## src/rtl/rgeg_pkg.sv

```systemverilog
// Shared types and constants for the random graph edge generator.
package rgeg_pkg;

    localparam int NODE_W = 11;
    localparam int IDX_W  = 10;
    localparam int DEG_W  = 10;
    localparam int WORD_W = 64;
    localparam int M_W    = 54;
    localparam int LOG_W  = 30;
    localparam int SCL_W  = 32;
    localparam int PROD_W = LOG_W + SCL_W;
    localparam int SKIP_W = 22;
    localparam int WQ_W   = 11;
    localparam int CIDX_W = 2;

    localparam logic [DEG_W-1:0] DEG_MAX   = 10'd1023;
    localparam logic [LOG_W-1:0] LOG2_TOP  = 30'd889192448;  // 53 in Q6.24

    localparam logic [CIDX_W-1:0] CFG_NODE_COUNT    = 2'd0;
    localparam logic [CIDX_W-1:0] CFG_SKIP_SCALE    = 2'd1;
    localparam logic [CIDX_W-1:0] CFG_EDGES_ENABLED = 2'd2;
    localparam logic [CIDX_W-1:0] CFG_SEED          = 2'd3;

    typedef struct packed {
        logic [NODE_W-1:0] node_count;
        logic [SCL_W-1:0]  skip_scale;
        logic              edges_enabled;
        logic [WORD_W-1:0] seed;
    } rgeg_cfg_t;

    // queue head toward the engine
    typedef struct packed {
        logic avail;
        logic restart;
    } rgeg_cmd_t;

    // engine status back to the front
    typedef struct packed {
        logic pop;
        logic clearing;
    } rgeg_ctl_t;

endpackage

```

## src/rtl/rgeg_log2.sv

```systemverilog
// Iterative log2 unit: normalize, then 24 squaring steps, Q6.24 result.
module rgeg_log2 (
    input  logic                          clk,
    input  logic                          rst_n,
    input  logic                          start,
    input  logic [rgeg_pkg::M_W-1:0]      m,
    output logic                          done,
    output logic [rgeg_pkg::LOG_W-1:0]    result
);

    typedef enum logic [3:0] {
        L_IDLE = 4'b0001,
        L_NORM = 4'b0010,
        L_SQR  = 4'b0100,
        L_DONE = 4'b1000
    } lstate_t;

    lstate_t                      state_reg;
    lstate_t                      state_next;
    logic [rgeg_pkg::M_W-1:0]     x_reg;
    logic [rgeg_pkg::M_W-1:0]     x_next;
    logic [5:0]                   k_reg;
    logic [5:0]                   k_next;
    logic [31:0]                  y_reg;
    logic [31:0]                  y_next;
    logic [23:0]                  frac_reg;
    logic [23:0]                  frac_next;
    logic [4:0]                   cnt_reg;
    logic [4:0]                   cnt_next;
    logic [63:0]                  sq;
    logic [32:0]                  sh;

    assign sq     = y_reg * y_reg;
    assign sh     = sq[63:31];
    assign done   = (state_reg == L_DONE);
    assign result = {k_reg, frac_reg};

    always_comb
    begin
        state_next = state_reg;
        x_next     = x_reg;
        k_next     = k_reg;
        y_next     = y_reg;
        frac_next  = frac_reg;
        cnt_next   = cnt_reg;
        case (state_reg)
            L_IDLE:
            begin
                if (start)
                begin
                    x_next     = m;
                    k_next     = 6'd53;
                    state_next = L_NORM;
                end
            end
            L_NORM:
            begin
                if (x_reg[53])
                begin
                    y_next     = x_reg[53:22];
                    frac_next  = '0;
                    cnt_next   = '0;
                    state_next = L_SQR;
                end
                else if (x_reg[53:46] == 8'd0)
                begin
                    x_next = x_reg << 8;
                    k_next = k_reg - 6'd8;
                end
                else
                begin
                    x_next = x_reg << 1;
                    k_next = k_reg - 6'd1;
                end
            end
            L_SQR:
            begin
                frac_next = {frac_reg[22:0], sh[32]};
                y_next    = sh[32] ? sh[32:1] : sh[31:0];
                cnt_next  = cnt_reg + 5'd1;
                if (cnt_reg == 5'd23)
                begin
                    state_next = L_DONE;
                end
            end
            L_DONE:
            begin
                state_next = L_IDLE;
            end
            default:
            begin
                state_next = L_IDLE;
            end
        endcase
    end

    always_ff @(posedge clk or negedge rst_n)
    begin
        if (!rst_n)
        begin
            state_reg <= L_IDLE;
            cnt_reg   <= '0;
        end
        else
        begin
            state_reg <= state_next;
            cnt_reg   <= cnt_next;
        end
    end

    always_ff @(posedge clk)
    begin
        x_reg    <= x_next;
        k_reg    <= k_next;
        y_reg    <= y_next;
        frac_reg <= frac_next;
    end

endmodule

```

## config.mk

```make
export PLATFORM = sky130hd
export DESIGN_NAME = rgeg_log2
export DESIGN_NICKNAME = d
export VERILOG_FILES = /design/src/rtl/rgeg_pkg.sv /design/src/rtl/rgeg_log2.sv
export SDC_FILE = /design/constraint.sdc
export NUM_CORES = 2
export LEC_CHECK = 0
export BUFFER_PORTS_ARGS = -buffer_cell sky130_fd_sc_hd__clkbuf_2
export CELL_PAD_IN_SITES_DETAIL_PLACEMENT = 0
export CELL_PAD_IN_SITES_GLOBAL_PLACEMENT = 1
export CORE_UTILIZATION = 55
export CTS_CLUSTER_DIAMETER = 150
export DETAILED_ROUTE_END_ITERATION = 7
export PLACE_DENSITY = 0.95
export SETUP_SLACK_MARGIN = 0.3
export SLEW_MARGIN = 20
export SYNTH_ARGS = -nofsm -noshare
export SYNTH_HDL_FRONTEND = slang
export SYNTH_SLANG_ARGS = --single-unit
```

## constraint.sdc

```tcl
create_clock -name clk -period 24.9 [get_ports clk]
set_input_delay 0 -clock clk [delete_from_list [all_inputs] [get_ports clk]]
set_output_delay 0 -clock clk [all_outputs]
set_load 0.05 [all_outputs]
```

==> results by group <==
Logic synthesis
  • Fraction of registers with async set or reset after synthesis: 0.0720
  • Mapped Area: 35000 um2
  • Flop and latch count out of synthesis: ~130
  • Number of unique standard cell types used by synthesis: 67
  • Main synth FF type: edfxtp_1
  • Top cells by area, synth: fa_1, ha_1, inv_1
  • Portion of the post-synthesis area used by sequential elements: 0.106
  • Syn Inst Count: 3666
  • EDFF count, synth: 116
  • Yosys synthesis warning count: 0
  • Total nets after synthesis: 4817
  • Fraction of post-synthesis cell area in the top cell type by area: 0.453
  • Syn avg cell area: 9.54 um2
  • Biggest area consumer among synthesized cells: fa_1

Worst setup path
  • Critical path class: reg2reg
  • Critical register-to-register path endpoint: y_reg[18]
  • Crit Reg-Reg Startpoint: y_reg[10]
  • Type of destination of the critical path: flop
  • Required time at the endpoint of the critical path: 25.07 ns
  • Worst path arrival time: 9.57 ns
  • Setup slack of the most critical reg-to-reg path: 15.51 ns
  • Length in cells of the worst reg-to-reg path: 24
  • Worst setup SP type: flop
  • Largest fanout of any net on the critical path: 32

Timing
  • Final worst path period share: 0.377
  • Final hold violations: 0
  • Final worst clock skew: about 0.011 ns
  • Fmax: 0.106 GHz
  • Post-Route Setup TNS: 0 ns
  • Slew HR: 0.244
  • Setup repair after global routing missed its margin: false
  • Number of max-slew violations in the final report: 0
  • Clock period minus worst slack: 9.39 ns
  • Setup-violating endpoint count in the final report: 0
  • Worst Tran Pin Value: 1.13 ns

Clocking
  • CTS tree: yes
  • Number of clock sinks: 125
  • Number of H-tree branching levels: 4
  • Cell chosen for the clock root: clkbuf_16
  • Clock transition at the registers of the reported paths: 0.06 ns
  • Number of post-CTS setup repair buffers: 0
  • Clock insertion delay at the later pin of the skew report: 0.43 ns
  • Max Buffers Root-to-Sink: 2
  • CTS Buf Count: 17

Global route
  • Antenna violations before repair: 4
  • Number of global-route vias before repair: 27900
  • Wire length of the first global-routing pass: 143000 um
  • Maximum number of pins on one net before global-route repair: 60
  • GRT Overall Usage: 0.289
  • GR Overflow Total: 0

Floorplan
  • Die X: around 250 um
  • Ports: 88
  • Area inside the core boundary: 63000 um2
  • Number of cell rows: 92
  • Effective utilization at floorplan: 0.556
  • Area of the die: 64600 um2
  • Die H: 254 um

Routing
  • Detailed-route vias per instance: 5.44
  • Routed wire per std cell: 19.0 um
  • Number of nets with antenna violations after routing: 0
  • Detailed Route WL: between 80000 and 90000 um
  • Number of search-and-repair iterations in the first detailed-routing pass: 5
  • Starting DRC count in detailed routing: 1743
  • Total via count in the routed design: 24900
  • DRC: 0

Layout
  • Commonest non-fill, non-tap cell in the layout: inv_1
  • Post-layout nets: 4872
  • Most frequent cells in the layout: inv_1, fa_1, nand2_1, ha_1, and2_1
  • Number of flip-flops in the largest register: 54
  • Fraction of layout instances using a drive strength above 1: 0.0506
  • Layout overhead on the synthesized area: 6.93%
  • Filler cells: 5225

Placement
  • Final Wtd Congestion: a little over 0.9
  • Detailed Place HPWL: 68400 um
  • PortBufs: 87

Job
  • Max-cap violations: 0

Run status
  • Run status: complete, no violations

Min path
  • Class of the tightest hold or removal check: in2async
[metrics by stage]
stage	setup slack [ns]	std cells	area (um2)	util	hold slack, ns
2_1_floorplan	16.99	3666	35000	-	-0.296
3_3_place_gp	15.79	4491	36200	0.575	-0.136
3_5_place_dp	15.71	4491	36200	0.575	-0.137
4_1_cts	15.65	4580	37400	0.594	0.0924
5_1_grt	15.17	4581	37400	0.594	0.0965
6_report	15.51	4583	37400	0.594	0.0869
[layout make-up]
cell class                      count  area, um2  share of cell area
Multi-Input combinational cell   2403      27000               0.722
Inverter                          990       3720              0.0994
Sequential cell                   125       3710              0.0992
Timing Repair Buffer              184       1310              0.0349
Tap cell                          846       1060              0.0283
Clock buffer                       30        588              0.0157
Clock inverter                      2       13.8            0.000368
Antenna cell                        3       7.51            0.000201
[cell usage after synthesis, drive strengths merged (3+ instances only)]
cell,number
a211o,7
a211oi,10
a21o,31
a21oi,80
a221o,6
a22oi,4
a31o,15
a31oi,11
a41oi,3
and2,252
and3,11
buf,13
clkbuf,135
dfrtp,8
edfxtp,116
fa,791
ha,303
inv,989
mux2i,41
nand2,397
nand2b,5
nand3,44
nand4,15
nor2,81
nor2b,7
nor3,20
nor4,9
o211ai,18
o21a,6
o21ai,94
o21bai,9
o221ai,3
o311ai,6
o31ai,3
or2,6
or3,7
xnor2,44
xor2,39
[worst max-delay path: stages (launching register included)]
cell and delay, ns:
edfxtp_1 1.10, buf_4 0.39, and2_1 0.20, inv_1 0.07, fa_1 0.50, fa_1 0.52
fa_1 0.53, fa_1 0.51, inv_1 0.05, fa_1 0.56, fa_1 0.45, fa_1 0.56
fa_1 0.45, ha_1 0.37, o21ai_0 0.25, a22oi_1 0.12, a31oi_1 0.30, nand2_1 0.11
o21ai_0 0.56, a21oi_1 0.20, o21ai_1 0.37, xor2_2 0.15, buf_4 0.32, nor2_1 0.15
a221o_1 0.34
[timing repair]
item | 4_1_cts | 5_1_grt
resized for setup | 0 | 0
hold endpoints to repair | 64 | 0
hold buffers | 57 | 0
[cells by family (layout without fill, tap and decap cells)]
kind of cell | after synthesis | after routing | synth area share
AOI/OAI and AO/OA | 322 | 322 | 0.0591
xor gates and xnor gates | 83 | 83 | 0.0210
adders and majority gates | 1094 | 1094 | 0.561
buffers and inverters | 1138 | 1206 | 0.122
DFF | 125 | 125 | 0.106
muxes | 42 | 42 | 0.0121
other | 0 | 3 | 0
and+or+nand+nor | 862 | 862 | 0.118
[worst max-delay path by stage]
stage,to,cells after the start,startpoint,slack [ns]
floorplan,y_reg[30],28,y_reg[5],16.99
global placement,y_reg[13],24,y_reg[10],15.79
detailed placement,y_reg[13],25,y_reg[13],15.71
CTS,y_reg[13],25,y_reg[13],15.65
global route,y_reg[30],25,y_reg[16],15.17
finish,y_reg[18],24,y_reg[10],15.51
[per-layer routing]
layer	wire length, um	vias to the layer above	GRT usage
met5	0	-	0
met4	4090	0	0.119
met3	6240	249	0.0393
met2	44300	975	0.511
met1	32600	12600	0.358
li1	-	11100	-
Power is not shown: default switching activity piles up to over one toggle a cycle in this logic, so the estimate is an artifact.
