`config.mk`:
```
export PLATFORM = sky130hd
export DESIGN_NAME = rgeg_front
export DESIGN_NICKNAME = d
export VERILOG_FILES = /design/src/rtl/rgeg_pkg.sv /design/src/rtl/rgeg_front.sv
export SDC_FILE = /design/constraint.sdc
export NUM_CORES = 1
export LEC_CHECK = 0
export BUFFER_PORTS_ARGS = -buffer_cell sky130_fd_sc_hd__buf_2
export CORE_AREA = 2 2 39 41
export DETAILED_ROUTE_END_ITERATION = 8
export DIE_AREA = 0 0 41 43
export HOLD_SLACK_MARGIN = 0.05
export PLACE_DENSITY = 0.38
export SKIP_CTS_REPAIR_TIMING = 1
export SYNTH_ARGS = -nofsm -noshare
export SYNTH_HDL_FRONTEND = slang
export SYNTH_SLANG_ARGS = --single-unit
```
`constraint.sdc`:
```
create_clock -name clk -period 2.47 [get_ports clk]
set_clock_uncertainty 0.1 [all_clocks]
set_input_delay 0.1235 -clock clk [delete_from_list [all_inputs] [get_ports clk]]
set_output_delay 0.1235 -clock clk [all_outputs]
set_load 0.01 [all_outputs]
```
`src/rtl/rgeg_pkg.sv`:
```
// Shared types and constants for the random graph edge generator.
package rgeg_pkg;

    localparam int NODE_W = 11;
    localparam int IDX_W  = 10;
    localparam int DEG_W  = 10;
    localparam int WORD_W = 64;
    localparam int M_W    = 54;
    localparam int LOG_W  = 30;
    localparam int SCL_W  = 32;
    localparam int PROD_W = LOG_W + SCL_W;
    localparam int SKIP_W = 22;
    localparam int WQ_W   = 11;
    localparam int CIDX_W = 2;

    localparam logic [DEG_W-1:0] DEG_MAX   = 10'd1023;
    localparam logic [LOG_W-1:0] LOG2_TOP  = 30'd889192448;  // 53 in Q6.24

    localparam logic [CIDX_W-1:0] CFG_NODE_COUNT    = 2'd0;
    localparam logic [CIDX_W-1:0] CFG_SKIP_SCALE    = 2'd1;
    localparam logic [CIDX_W-1:0] CFG_EDGES_ENABLED = 2'd2;
    localparam logic [CIDX_W-1:0] CFG_SEED          = 2'd3;

    typedef struct packed {
        logic [NODE_W-1:0] node_count;
        logic [SCL_W-1:0]  skip_scale;
        logic              edges_enabled;
        logic [WORD_W-1:0] seed;
    } rgeg_cfg_t;

    // queue head toward the engine
    typedef struct packed {
        logic avail;
        logic restart;
    } rgeg_cmd_t;

    // engine status back to the front
    typedef struct packed {
        logic pop;
        logic clearing;
    } rgeg_ctl_t;

endpackage

```
`src/rtl/rgeg_front.sv`:
```
// Front end: input handshake and a two-entry command queue.
module rgeg_front (
    input  logic                clk,
    input  logic                rst_n,
    input  logic                in_valid,
    output logic                in_ready,
    input  logic                restart,
    input  rgeg_pkg::rgeg_ctl_t ctl,
    output rgeg_pkg::rgeg_cmd_t cmd
);

    logic [1:0] q_reg;
    logic [1:0] q_next;
    logic       wp_reg;
    logic       wp_next;
    logic       rp_reg;
    logic       rp_next;
    logic [1:0] cnt_reg;
    logic [1:0] cnt_next;
    logic       push;
    logic       pop;

    assign in_ready    = (cnt_reg != 2'd2) && !ctl.clearing;
    assign push        = in_valid && in_ready;
    assign pop         = ctl.pop && (cnt_reg != 2'd0);
    assign cmd.avail   = (cnt_reg != 2'd0);
    assign cmd.restart = q_reg[rp_reg];

    always_comb
    begin
        q_next   = q_reg;
        wp_next  = wp_reg;
        rp_next  = rp_reg;
        cnt_next = cnt_reg;
        if (push)
        begin
            q_next[wp_reg] = restart;
            wp_next        = ~wp_reg;
        end
        if (pop)
        begin
            rp_next = ~rp_reg;
        end
        case ({push, pop})
            2'b10:   cnt_next = cnt_reg + 2'd1;
            2'b01:   cnt_next = cnt_reg - 2'd1;
            default: cnt_next = cnt_reg;
        endcase
    end

    always_ff @(posedge clk or negedge rst_n)
    begin
        if (!rst_n)
        begin
            wp_reg  <= 1'b0;
            rp_reg  <= 1'b0;
            cnt_reg <= 2'd0;
        end
        else
        begin
            wp_reg  <= wp_next;
            rp_reg  <= rp_next;
            cnt_reg <= cnt_next;
        end
    end

    always_ff @(posedge clk)
    begin
        q_reg <= q_next;
    end

endmodule

```
==> reports/results.txt, run 1 <==
Arrival time at the worst endpoint: 1.68 ns
Die outline area: 1760 sq um
Routed via count divided by cell count: 3.88
DR pass1 iterations: 2
Sum of buffers and inverters on the critical path: 0
Cell type contributing the most total cell area after synthesis: sky130_fd_sc_hd__dfrtp_1
Rel. slew slack: 89.4%
Type of origin of the critical path: register
Starting Density: 20.3%
Initial drt markers: 3
Final wirelength: 474 um
Post-synthesis sequential element count: 6
Clock net sink count: 6
Fmax: 619 MHz
Count of antenna diodes in the layout: 0
Wire length of the first global-routing pass: 759 um
Slew Limit Fails: 0
Residual antenna-violating net count after detailed routing: 0
Net count after synthesis: 29
Cell-by-cell listing of the critical path: or2_4 > and2_4 > ha_1 > nor2_1 > xor2_1
Pin slew with the least headroom to its limit: 0.158 ns
Number of design rule violations left after detail routing: 0
Most common cell after layout, fill and taps aside: sky130_fd_sc_hd__buf_2
Number of endpoints failing setup at the final stage: 0
Via count: 202
Area occupied by registers: 160 sq um
Total area of multi-input combinational cells: 121 sq um
Status: finished, final reports clean
Detailed placement HPWL: 388 um
Cell Area, Placed: 342 sq um
Origin of the worst min-delay path: ctl[1]
Power per cell area: 1140 nW/um^2
Final Net Count: 44
Launch point of the critical path: cnt_reg[0]
Fillcell total: 151
Hold Violations, Final: 0
Startpoint of the worst-slack reg-to-reg timing path: cnt_reg[0]
Maximum number of pins on one net before global-route repair: 5
Buffers on Ports: 8
Max incr delay on CP: 0.42 ns
Synth top area cells: sky130_fd_sc_hd__dfrtp_1 (36%), sky130_fd_sc_hd__edfxtp_1 (21%), sky130_fd_sc_hd__xnor2_1 (9.3%)
Post-synthesis cell area: 282 sq um
Sequential element share of the synthesized area: 56.9%
Number of cells produced by synthesis: 22
Standby leakage power: 0.173 nW
Unrepaired setup endpoints after global routing: no
Worst-path cell with the longest stage delay: sky130_fd_sc_hd__dfrtp_1
Routability cong.: 0.688
Buffer levels on the longest clock path: 2
Number of antenna violations at the first check in global routing: 0
Data required time of the critical path: 2.53 ns
Clock Root Buffer: sky130_fd_sc_hd__clkbuf_4
Die span in y: 43 um
Register clock-pin slew on the reported worst setup and hold paths: 0.04 ns
Worst IR drop on VDD: 0.315 mV
Via count of the first global-routing pass: 183
Post-synthesis area per instance: 12.8 sq um
Share of Yosys cell area claimed by the top area cell type: 35.6%
Worst hold slack: 0.0839 ns
Post-synth cell types: 13
Fin crit period: 1.62 ns
Routed length per placed instance: 9.12 um
Worst Setup End Kind: register
Layout overhead on the synthesized area: 37.8%
Final critical-path share of the clock period: 65.4%
Startpoint-to-endpoint class of the critical path: reg2reg
Max capacitance violation total: 0
# IOs: 9
Fraction of final layout cells with drive strength greater than 1: 38.9%
Final TNS setup: 0 ns
Commonest cells after routing, fill and taps aside: sky130_fd_sc_hd__buf_2 (8), sky130_fd_sc_hd__dfrtp_1 (4), sky130_fd_sc_hd__xnor2_1 (3), sky130_fd_sc_hd__clkbuf_4 (3)
Placeable Area: 1380 sq um
# H-tree levels: 1
Clock tree from TritonCTS: built
Warning count from the yosys run: 0
Summed area of non-filler cells in the final layout: 388 sq um
Crit Path Max Fanout: 4
CP delay by family, top: simple AND/OR/NAND/NOR gates
Final global-route overflow total: 0
Skew-Pair Late Insertion Delay: 0.25 ns
GRT Util Overall: 7.58%
Chip width: 41 um
Worst hold path class: in2reg
Standard-cell rows: 14
Clock buffer count from CTS: 3
-- cells in the mapped netlist --
library cell / number
sky130_fd_sc_hd__or2_4: 1
sky130_fd_sc_hd__nor2b_1: 2
sky130_fd_sc_hd__xor2_1: 2
sky130_fd_sc_hd__and2_4: 1
sky130_fd_sc_hd__ha_1: 1
sky130_fd_sc_hd__edfxtp_1: 2
sky130_fd_sc_hd__and3_1: 1
sky130_fd_sc_hd__mux2_2: 1
sky130_fd_sc_hd__nand2_1: 1
sky130_fd_sc_hd__xnor2_1: 3
sky130_fd_sc_hd__nand2b_1: 1
sky130_fd_sc_hd__nor2_1: 2
sky130_fd_sc_hd__dfrtp_1: 4
-- metrics by stage --
| stage | power (mW) | setup WS, ns | cells | util, % |
|---|---|---|---|---|
| after floorplan | 0.298 | 0.913 | 22 | - |
| after global routing | 0.479 | 0.762 | 52 | 28.0 |
| after detailed placement | 0.344 | 0.850 | 46 | 24.7 |
| after CTS | 0.447 | 0.837 | 50 | 26.6 |
| after global placement | 0.337 | 0.905 | 46 | 24.7 |
| final | 0.441 | 0.854 | 52 | 28.0 |
-- worst min-delay path, delay by kind of cell --
family | cells | cell delay [ns]
and+or+nand+nor | 1 | 0.13
buffers and inverters | 1 | 0.07
xor gates and xnor gates | 1 | 0.05
-- kinds of logic after synthesis --
logic type,Yosys count,synth area share (%)
simple gates,9,19.1
flops,6,56.9
xor+xnor,5,15.6
mux,1,4.00
fa+ha+maj,1,4.44
-- routing by layer --
layer | global-route usage [%] | part of all wire, % | vias up | routed length [um]
met5 | 0 | 0 | - | 0
met4 | 8.00 | 5.3 | 0 | 25
met3 | 6.81 | 7.8 | 4 | 37
met2 | 9.06 | 47 | 5 | 223
met1 | 6.91 | 40 | 94 | 189
li1 | - | - | 99 | -
-- path summary, 6_finish.rpt --
check	end	slack, ns	depth (start not counted)
hold / removal	rp_reg	0.08	3
setup / recovery	cnt_reg[1]	0.85	5
setup reg to reg	cnt_reg[1]	0.85	5
min in group asynchronous	wp_reg	0.10	2
hold reg to reg	rp_reg	0.39	1
max in group asynchronous	cnt_reg[0]	2.04	2
-- report_power, final --
part | internal, mW | switching, mW
Clock | 0.0614 | 0.0394
Combinational | 0.0953 | 0.0663
Sequential | 0.144 | 0.0341
Total | 0.301 | 0.140
-- cell type report --
type                    instances  share of cell area (%)
well taps                      16                    5.16
multi-input cells              16                    31.3
clock buffers                   4                    6.77
flip-flops and latches          6                    41.3
repair buffers                 10                    15.5
Note: power is estimated with default switching activity, not from simulation.
==> run 2: changes to the inputs <==
==> constraint.sdc (replaced) <==
create_clock -name clk -period 1.6 [get_ports clk]
set_clock_uncertainty 0.1 [all_clocks]
set_input_delay 0.08 -clock clk [delete_from_list [all_inputs] [get_ports clk]]
set_output_delay 0.08 -clock clk [all_outputs]
set_load 0.01 [all_outputs]
==> run 2 against run 1 <==
  * Register-to-register slack got worse by 0.77 ns
  * Non-clock buffer count grew 1
  * Largest power group is now combinational cells
  * Flip-flop and latch count unchanged
  * Wire length is 12% higher
  * Cell count up 1.9%
  * Largest cell class unchanged
  * Die area did not move
  * First-iteration DRC count down 33%
  * Hold slack worse by 0.024 ns
  * Combinational power up 110%
  * Maximum frequency rose by 6.5%
==> reports/results.txt, run 2 (synthesized netlist as in run 1, its figures left out) <==
Final wirelength: 530 um
Wire length of the first global-routing pass: 807 um
CP delay by family, top: simple AND/OR/NAND/NOR gates
Hold Violations, Final: 0
Crit Path Max Fanout: 3
Routability cong.: 0.719
Fillcell total: 147
# H-tree levels: 1
# IOs: 9
Clock tree from TritonCTS: built
Worst Setup End Kind: register
Fraction of final layout cells with drive strength greater than 1: 51.4%
Worst R2R Path Depth: 6
Number of design rule violations left after detail routing: 0
Area occupied by registers: 160 sq um
DR pass1 iterations: 3
Worst hold path class: in2reg
Starting Density: 20.3%
Status: finished, final reports clean
Clock power share: 20.0%
Flop pwr share: 35.5%
Slew Limit Fails: 0
Final global-route overflow total: 0
Die outline area: 1760 sq um
Max incr delay on CP: 0.40 ns
Total area of multi-input combinational cells: 146 sq um
Unrepaired setup endpoints after global routing: no
Stages on the worst setup path: 6
Clock buffer count from CTS: 3
Cell-by-cell listing of the critical path: or2_4 > and2_4 > ha_4 > xnor2_2 > nor2_2 > xor2_1
Startpoint-to-endpoint class of the critical path: reg2reg
Count of antenna diodes in the layout: 0
Buffers on Ports: 8
Clock net sink count: 6
Number of antenna violations at the first check in global routing: 0
Worst IR drop on VDD: 0.609 mV
Summed area of non-filler cells in the final layout: 420 sq um
Data required time of the critical path: 1.66 ns
Routed length per placed instance: 10.0 um
Type of origin of the critical path: register
Initial drt markers: 2
Register clock-pin slew on the reported worst setup and hold paths: 0.04 ns
Cell Area, Placed: 349 sq um
Standby leakage power: 0.183 nW
Residual antenna-violating net count after detailed routing: 0
Worst Hold Depth: 3
Via count of the first global-routing pass: 218
Fin crit period: 1.52 ns
Final Net Count: 45
Commonest cells after routing, fill and taps aside: sky130_fd_sc_hd__buf_2 (8), sky130_fd_sc_hd__dfrtp_1 (4), sky130_fd_sc_hd__clkbuf_4 (3)
Portion of total power attributed to combinational logic: 44.5%
Clock Root Buffer: sky130_fd_sc_hd__clkbuf_4
Total net switching power: 242 uW
Placeable Area: 1380 sq um
Sum of buffers and inverters on the critical path: 0
Maximum number of pins on one net before global-route repair: 5
Most common cell after layout, fill and taps aside: sky130_fd_sc_hd__buf_2
Max capacitance violation total: 0
Number of endpoints failing setup at the final stage: 0
Design internal power: 513 uW
Total chip power: 754 uW
Standard-cell rows: 14
Arrival time at the worst endpoint: 1.58 ns
Pin slew with the least headroom to its limit: 0.188 ns
Layout overhead on the synthesized area: 49.3%
Skew-Pair Late Insertion Delay: 0.24 ns
GRT Util Overall: 7.60%
Rel. slew slack: 87.4%
Final TNS setup: 0 ns
Worst-path cell with the longest stage delay: sky130_fd_sc_hd__dfrtp_1
Via count: 218
Final critical-path share of the clock period: 94.8%
Switching part of the total power: 32.0%
Routed via count divided by cell count: 4.11
Power per cell area: 1790 nW/um^2
Chip width: 41 um
Buffer levels on the longest clock path: 2
Die span in y: 43 um
Fmax: 659 MHz
Detailed placement HPWL: 386 um
run 2: final cells by class:
class	count	area share (%)
Multi-Input combinational cell	16	34.8
Timing Repair Buffer	11	16.1
Clock buffer	4	6.25
Sequential cell	6	38.1
Tap cell	16	4.76
run 2: power groups by stage:
stage                     Clock (mW)  Sequential, mW  Combinational [mW]
after floorplan                    0           0.266               0.194
after global placement             0           0.266               0.273
after detailed placement           0           0.268               0.280
after CTS                      0.160           0.268               0.284
after global routing           0.170           0.272               0.371
final                          0.151           0.268               0.335
run 2: worst paths after layout:
| path | startpoint | endpoint | slack, ns |
|---|---|---|---|
| worst min-delay path | ctl[1] | rp_reg | 0.06 |
| worst max-delay path | cnt_reg[1] | cnt_reg[1] | 0.08 |
| min in group asynchronous | rst_n | wp_reg | 0.07 |
| worst min register to register | rp_reg | rp_reg | 0.38 |
| worst max register to register | cnt_reg[1] | cnt_reg[1] | 0.08 |
| max in group asynchronous | rst_n | cnt_reg[1] | 1.21 |
run 2: metrics by stage:
step	worst slack, ns	utilization, %	cells	hold slack (ns)
floorplan	0.0434	-	22	-0.316
global placement	0.0622	25.2	47	-0.209
detailed placement	0.0300	25.2	47	-0.210
CTS	0.00318	27.1	51	-0.480
global route	0.0286	30.4	53	0.0687
finish	0.0832	30.4	53	0.0600
run 2: metal layers:
metal,share of wire [%],track usage [%]
met1,38,6.62
met2,56,10.3
met3,5.3,5.24
met4,0,8.00
met5,0,0
run 2: worst min-delay path: stages:
cell and delay [ns]:
sky130_fd_sc_hd__buf_2 0.08, sky130_fd_sc_hd__and2_4 0.14, sky130_fd_sc_hd__xor2_1 0.06
